**config.mk**
```make
export PLATFORM = sky130hd
export DESIGN_NAME = sha_round
export DESIGN_NICKNAME = d
export VERILOG_FILES = /design/src/sv/sha_pkg.sv /design/src/sv/sha_round.sv
export SDC_FILE = /design/constraint.sdc
export NUM_CORES = 2
export LEC_CHECK = 0
export ABC_AREA = 1
export BUFFER_PORTS_ARGS = -buffer_cell sky130_fd_sc_hd__buf_2
export CORE_AREA = 2 2 426 428
export DETAILED_ROUTE_END_ITERATION = 10
export DIE_AREA = 0 0 428 430
export PLACE_DENSITY_LB_ADDON = 0.08
export SLEW_MARGIN = 20
export SYNTH_ARGS = -nofsm -noshare
export SYNTH_HDL_FRONTEND = slang
export SYNTH_SLANG_ARGS = --single-unit
```
**constraint.sdc**
```tcl
create_clock -name vclk -period 9.37
set_input_delay 0.4685 -clock vclk [all_inputs]
set_output_delay 0.4685 -clock vclk [all_outputs]
set_load 0.05 [all_outputs]
```
**src/sv/sha_pkg.sv**
```systemverilog
package sha_pkg;

    typedef struct packed {
        logic [63:0] message_word;
        logic [3:0]  byte_count;
        logic        final_word;
    } t_in;

    typedef struct packed {
        logic [63:0] digest_word;
        logic        digest_last;
    } t_out;

    typedef enum logic [2:0] {
        ST_IDLE,
        ST_PAD,
        ST_LOAD,
        ST_ROUND,
        ST_ADD,
        ST_OUT
    } t_state;

    typedef logic [63:0] t_hash [8];

    localparam logic [63:0] IV_512 [8] = '{
        64'h6a09e667f3bcc908, 64'hbb67ae8584caa73b, 64'h3c6ef372fe94f82b,
        64'ha54ff53a5f1d36f1, 64'h510e527fade682d1, 64'h9b05688c2b3e6c1f,
        64'h1f83d9abfb41bd6b, 64'h5be0cd19137e2179};

    localparam logic [63:0] IV_384 [8] = '{
        64'hcbbb9d5dc1059ed8, 64'h629a292a367cd507, 64'h9159015a3070dd17,
        64'h152fecd8f70e5939, 64'h67332667ffc00b31, 64'h8eb44a8768581511,
        64'hdb0c2e0d64f98fa7, 64'h47b5481dbefa4fa4};

    localparam logic [63:0] ROUND_K [80] = '{
        64'h428a2f98d728ae22, 64'h7137449123ef65cd, 64'hb5c0fbcfec4d3b2f, 64'he9b5dba58189dbbc,
        64'h3956c25bf348b538, 64'h59f111f1b605d019, 64'h923f82a4af194f9b, 64'hab1c5ed5da6d8118,
        64'hd807aa98a3030242, 64'h12835b0145706fbe, 64'h243185be4ee4b28c, 64'h550c7dc3d5ffb4e2,
        64'h72be5d74f27b896f, 64'h80deb1fe3b1696b1, 64'h9bdc06a725c71235, 64'hc19bf174cf692694,
        64'he49b69c19ef14ad2, 64'hefbe4786384f25e3, 64'h0fc19dc68b8cd5b5, 64'h240ca1cc77ac9c65,
        64'h2de92c6f592b0275, 64'h4a7484aa6ea6e483, 64'h5cb0a9dcbd41fbd4, 64'h76f988da831153b5,
        64'h983e5152ee66dfab, 64'ha831c66d2db43210, 64'hb00327c898fb213f, 64'hbf597fc7beef0ee4,
        64'hc6e00bf33da88fc2, 64'hd5a79147930aa725, 64'h06ca6351e003826f, 64'h142929670a0e6e70,
        64'h27b70a8546d22ffc, 64'h2e1b21385c26c926, 64'h4d2c6dfc5ac42aed, 64'h53380d139d95b3df,
        64'h650a73548baf63de, 64'h766a0abb3c77b2a8, 64'h81c2c92e47edaee6, 64'h92722c851482353b,
        64'ha2bfe8a14cf10364, 64'ha81a664bbc423001, 64'hc24b8b70d0f89791, 64'hc76c51a30654be30,
        64'hd192e819d6ef5218, 64'hd69906245565a910, 64'hf40e35855771202a, 64'h106aa07032bbd1b8,
        64'h19a4c116b8d2d0c8, 64'h1e376c085141ab53, 64'h2748774cdf8eeb99, 64'h34b0bcb5e19b48a8,
        64'h391c0cb3c5c95a63, 64'h4ed8aa4ae3418acb, 64'h5b9cca4f7763e373, 64'h682e6ff3d6b2b8a3,
        64'h748f82ee5defb2fc, 64'h78a5636f43172f60, 64'h84c87814a1f0ab72, 64'h8cc702081a6439ec,
        64'h90befffa23631e28, 64'ha4506cebde82bde9, 64'hbef9a3f7b2c67915, 64'hc67178f2e372532b,
        64'hca273eceea26619c, 64'hd186b8c721c0c207, 64'heada7dd6cde0eb1e, 64'hf57d4f7fee6ed178,
        64'h06f067aa72176fba, 64'h0a637dc5a2c898a6, 64'h113f9804bef90dae, 64'h1b710b35131c471b,
        64'h28db77f523047d84, 64'h32caab7b40c72493, 64'h3c9ebe0a15c9bebc, 64'h431d67c49c100d4c,
        64'h4cc5d4becb3e42b6, 64'h597f299cfc657e2a, 64'h5fcb6fab3ad6faec, 64'h6c44198c4a475817};

    function automatic logic [63:0] rotr(input logic [63:0] x, input int n);
        rotr = (x >> n) | (x << (64 - n));
    endfunction

endpackage

```
**src/sv/sha_round.sv**
```systemverilog
module sha_round
    import sha_pkg::*;
(
    input  logic [63:0] i_a, i_b, i_c, i_d, i_e, i_f, i_g, i_h,
    input  logic [63:0] i_k,
    input  logic [63:0] i_w,
    input  logic [63:0] i_w2, i_w7, i_w15, i_w16,
    output logic [63:0] o_new_a,
    output logic [63:0] o_new_e,
    output logic [63:0] o_next_w
);
    logic [63:0] t1, t2, s0, s1;

    // Schedule word for round t+16 from the sliding window, and the round's new a and e.
    always_comb begin
        s1 = rotr(i_w2, 19) ^ rotr(i_w2, 61) ^ (i_w2 >> 6);
        s0 = rotr(i_w15, 1) ^ rotr(i_w15, 8) ^ (i_w15 >> 7);
        o_next_w = s1 + i_w7 + s0 + i_w16;
        t1 = i_h + (rotr(i_e, 14) ^ rotr(i_e, 18) ^ rotr(i_e, 41))
            + ((i_e & i_f) ^ (~i_e & i_g)) + i_k + i_w;
        t2 = (rotr(i_a, 28) ^ rotr(i_a, 34) ^ rotr(i_a, 39))
            + ((i_a & i_b) ^ (i_a & i_c) ^ (i_b & i_c));
        o_new_a = t1 + t2;
        o_new_e = i_d + t1;
    end
endmodule

```
# Word level (Yosys, flattened, before mapping)
# Index checks and enable logic that the tools add are counted.
[totals]
input_bits = 896
reg_bits = 0
wordCells = 37
output_inout_bits = 192
[classes]
n_bitwise = 27
add_sub_neg = 10
[ops]
columns = ["operator", "n"]
rows = [
  ["adder 64 bit", 10],
  ["bitwise XOR 64 bit", 9],
  ["bitwise AND 64 bit", 5],
  ["NOT 64 bit", 1],
  ["bitwise OR 23 x 64 -> 64 bit", 1],
  ["bitwise OR 25 x 64 -> 64 bit", 1],
  ["bitwise OR 3 x 64 -> 64 bit", 1],
  ["bitwise OR 30 x 64 -> 64 bit", 1],
  ["bitwise OR 36 x 64 -> 64 bit", 1],
  ["bitwise OR 45 x 64 -> 64 bit", 1],
  ["bitwise OR 46 x 64 -> 64 bit", 1],
  ["bitwise OR 50 x 64 -> 64 bit", 1],
  ["bitwise OR 56 x 64 -> 64 bit", 1],
  ["bitwise OR 63 x 64 -> 64 bit", 1],
  ["bitwise XOR 64 x 57 -> 64 bit", 1],
  ["bitwise XOR 64 x 58 -> 64 bit", 1],
]

# Longest topological paths before layout
[depth]
depth_word = 8
mapped_depth = 38

# Worst setup path after synthesis
# OpenSTA, ideal clock, no wires.
[synth_path]
path_type = "input to output"
start = "input port i_e[42]"
end = "output port o_new_a[47]"
cell_stages = 36
path_buffers = 1
setup_slack_ns = 2.818
t_arrival_ns = 6.084
t_required_ns = 8.902
path_cell_list = "clkbuf_1 > xnor2_1 > xor2_1 > fa_1 > fa_1 > inv_1 > ha_1 > fa_1 > nand2_1 > nand2_1 > nand3b_1 > nand2_1 > nand2_1 > nand2_2 > nand2_1 > nand2_2 > nand2_1 > nand2_2 > nand2_1 > nand2_1 > xor2_1 > inv_1 > fa_1 > inv_1 > ha_1 > nand2_1 > nor2_1 > inv_1 > nor2_1 > inv_1 > nor2_1 > inv_1 > nor2_1 > nor2_1 > nand2_1 > xor2_1"
[synth_between]
elab_chain_cells = 8
[synth_lines]
columns = ["element", "line_no", "rtl"]
rows = [
  ["start: declaration", "sha_round.sv:4", "input logic [63:0] i_a, i_b, i_c, i_d, i_e, i_f, i_g, i_h,"],
  ["bitwise OR 46 x 64 -> 64 bit / bitwise OR 50 x 64 -> 64 bit (equally long branches)", "sha_pkg.sv:58", "rotr = (x >> n) | (x << (64 - n));"],
  ["bitwise XOR 64 bit (2 in a row)", "sha_round.sv:19", "t1 = i_h + (rotr(i_e, 14) ^ rotr(i_e, 18) ^ rotr(i_e, 41))"],
  ["adder 64 bit", "sha_round.sv:19", ""],
  ["adder 64 bit (*) (3 in a row)", "sha_round.sv:20", "+ ((i_e & i_f) ^ (~i_e & i_g)) + i_k + i_w;"],
  ["adder 64 bit (*)", "sha_round.sv:23", "o_new_a = t1 + t2;"],
  ["end: declaration", "sha_round.sv:8", "output logic [63:0] o_new_a,"],
]
# Mark *: on every way between the ends. The rest lies on a longest branch, timed or not.

# Worst setup path after layout
[layout_path]
start = "input port i_e[42]"
end = "output port o_new_a[44]"
# The elaborated chain is that of the path after synthesis.

==> out/results.txt <==
Fillers = 21,130
Shortest period the worst path allows = 8.946 ns
Port bufs = 1,088
Multi-input logic area = 29,990 um2
Register area = 0 um2
Net count after synthesis = 7,068
Worst slew pin tran = 1.051 ns
FFs & Latches = 0
I/O pin cnt = 1,088
Synth Instances = 5,541
Max-cap viol count = 0
Slew Viols, Final = 0
WL final = 258.4 mm
WL/cell = 28.84 um
DPL Wire Length = 246.5 mm
Die Y = 430 um
Crit share post-route = 95.48%
Crit-path max cell delay = 0.63 ns
Worst relative slew slack = 27.96%
Total setup buffers inserted after CTS = 0
Max frequency = 111.8 MHz
Initial drt markers = 2,268
Count of final setup violators = 0
DP Cell Count = 8,949
CTS Hold Bufs = 0
Register area share after synthesis = 0%
Hold Startpoint = i_d[0]
Initial Util = 19.68%
Residual DRC count = 0
Final GP Congestion = 0.9762
Status = finished, final reports clean
Initial antenna violation count = 58
Worst Hold End = o_new_e[0]
Fin. Hold Viols = 0
Post-CTS sizing = 0
Cell Area, Synth = 35,380 um2
Die ar. = 184,000 um2
Vias in the first global route = 42,030
Crit Path Max Fanout = 4
Crit-path leading delay family = adder cells
Hold depth = 3
Mean post-synth cell area = 6.384 um2
Via Count = 39,870
RSZ-0062 raised after global routing = no
Nets@finish = 8,108
First-pass GRT wire length = 344.3 mm
Ys Warns = 0
Final non-filler cell total = 8,961
Chip width = 428 um
TNS Setup = 0 ns
Worst path most repeated cell = nand2_1
First-pass DRT Iterations = 7
Hold WC Path Type = in2out
Critical path's slowest cell = xor2_1
Startpoint type of the worst setup path = input port
GRT Overall Usage = 27.12%
Largest net degree at the start of global routing = 8
Row cnt = 156
Vias per Instance = 4.450
Levels on crit path = 33
Total gr overflow = 0
Critical Path AT = 8.48 ns
Yosys cell types = 48
Syn-to-layout area delta = 23.43%
Worst Setup End Kind = primary output
Critical path type = in2out
Number of buffers and inverters on the critical path = 5
CLK BUF = 0
Share of post-route cells with drive strength above 1 = 18.22%
Area of the core = 179,800 um2
Crit path required time = 8.90 ns
Antenna-violating nets left = 0
Worst hold margin = 1.379 ns
[routing by layer]
| metal | up-vias | global-route usage (%) | wire length, um |
|---|---|---|---|
| li1 | 19030 | - | - |
| met1 | 19380 | 33.85 | 110800 |
| met2 | 1190 | 49.36 | 128500 |
| met3 | 237 | 1.765 | 8504 |
| met4 | 38 | 8.726 | 10360 |
| met5 | - | 0 | 236 |
[final cells by class]
cell class	instances	share of cell area [%]
diodes	12	0.06877
inverters	1374	11.81
multi-input cells	4107	68.69
well taps	2370	6.791
repair buffers	1098	12.64
[metrics by stage]
step | setup slack [ns] | cell area, um2 | utilization [%]
after detailed placement | 0.4957 | 43640 | 24.27
after global routing | 0.1165 | 43650 | 24.28
after global placement | 0.4757 | 43640 | 24.27
final | 0.4240 | 43670 | 24.29
after CTS | 0.4842 | 43640 | 24.27
after floorplan | 2.818 | 35380 | -
[how the worst max path moves through the flow]
| stage | from | endpoint | slack, ns |
|---|---|---|---|
| finish | i_e[42] | o_new_a[44] | 0.42 |
| detailed placement | i_e[42] | o_new_a[44] | 0.50 |
| floorplan | i_e[42] | o_new_a[47] | 2.82 |
| global route | i_e[42] | o_new_a[51] | 0.12 |
| global placement | i_e[42] | o_new_a[44] | 0.48 |
| CTS | i_e[42] | o_new_a[44] | 0.48 |
[synth_stat cells (2+ instances only)]
| cell | number | area, um2 |
|---|---|---|
| a21boi_0 | 14 | 105.1 |
| nor2_2 | 23 | 143.9 |
| ha_1 | 252 | 3153 |
| nand2_1 | 946 | 3551 |
| a21boi_1 | 3 | 22.52 |
| a21o_1 | 26 | 195.2 |
| xnor2_1 | 309 | 2706 |
| o21bai_2 | 5 | 56.30 |
| fa_1 | 379 | 7587 |
| xor2_1 | 385 | 3372 |
| clkbuf_1 | 59 | 221.5 |
| or2_1 | 2 | 12.51 |
| o2111ai_1 | 4 | 35.03 |
| nand4_1 | 57 | 356.6 |
| maj3_1 | 4 | 40.04 |
| o21ai_0 | 220 | 1101 |
| and3_1 | 5 | 31.28 |
| nand3_2 | 7 | 70.07 |
| mux2_2 | 6 | 67.56 |
| nor3_2 | 9 | 90.09 |
| a21oi_2 | 9 | 78.83 |
| o21bai_1 | 97 | 728.2 |
| nor2_4 | 2 | 22.52 |
| mux2i_1 | 41 | 410.4 |
| nand3_1 | 191 | 955.9 |
| a31oi_1 | 12 | 75.07 |
| o21ai_2 | 3 | 26.28 |
| nand3b_1 | 8 | 60.06 |
| nor2_1 | 536 | 2012 |
| a221oi_1 | 2 | 17.52 |
| nor4_1 | 11 | 68.82 |
| nor3_1 | 36 | 180.2 |
| inv_2 | 9 | 33.78 |
| nand2_2 | 23 | 143.9 |
| o21a_1 | 11 | 82.58 |
| o211ai_1 | 16 | 120.1 |
| a211oi_1 | 5 | 37.54 |
| o21ai_1 | 14 | 70.07 |
| inv_1 | 1365 | 5124 |
| a21oi_1 | 427 | 2137 |
[layout by cell type, fill, tap and decap left out, types with 41 or more instances in the layout]
cell type and instances:
nor2_1 536, nand3_1 191, xor2_1 385, xnor2_1 309, mux2i_1 41, o21bai_1 97, nand4_1 57, o21ai_0 220
ha_1 252, inv_1 1365, a21oi_1 427, fa_1 379, nand2_1 946, buf_2 1088
[kinds of logic after synthesis]
logic type,Yosys count,synth area share [%]
adders and majority gates,635,30.47
AOI/OAI and AO/OA,869,13.85
buffers and inverters,1434,15.22
and+or+nand+nor,1861,21.88
xor gates and xnor gates,695,17.23
muxes,47,1.351
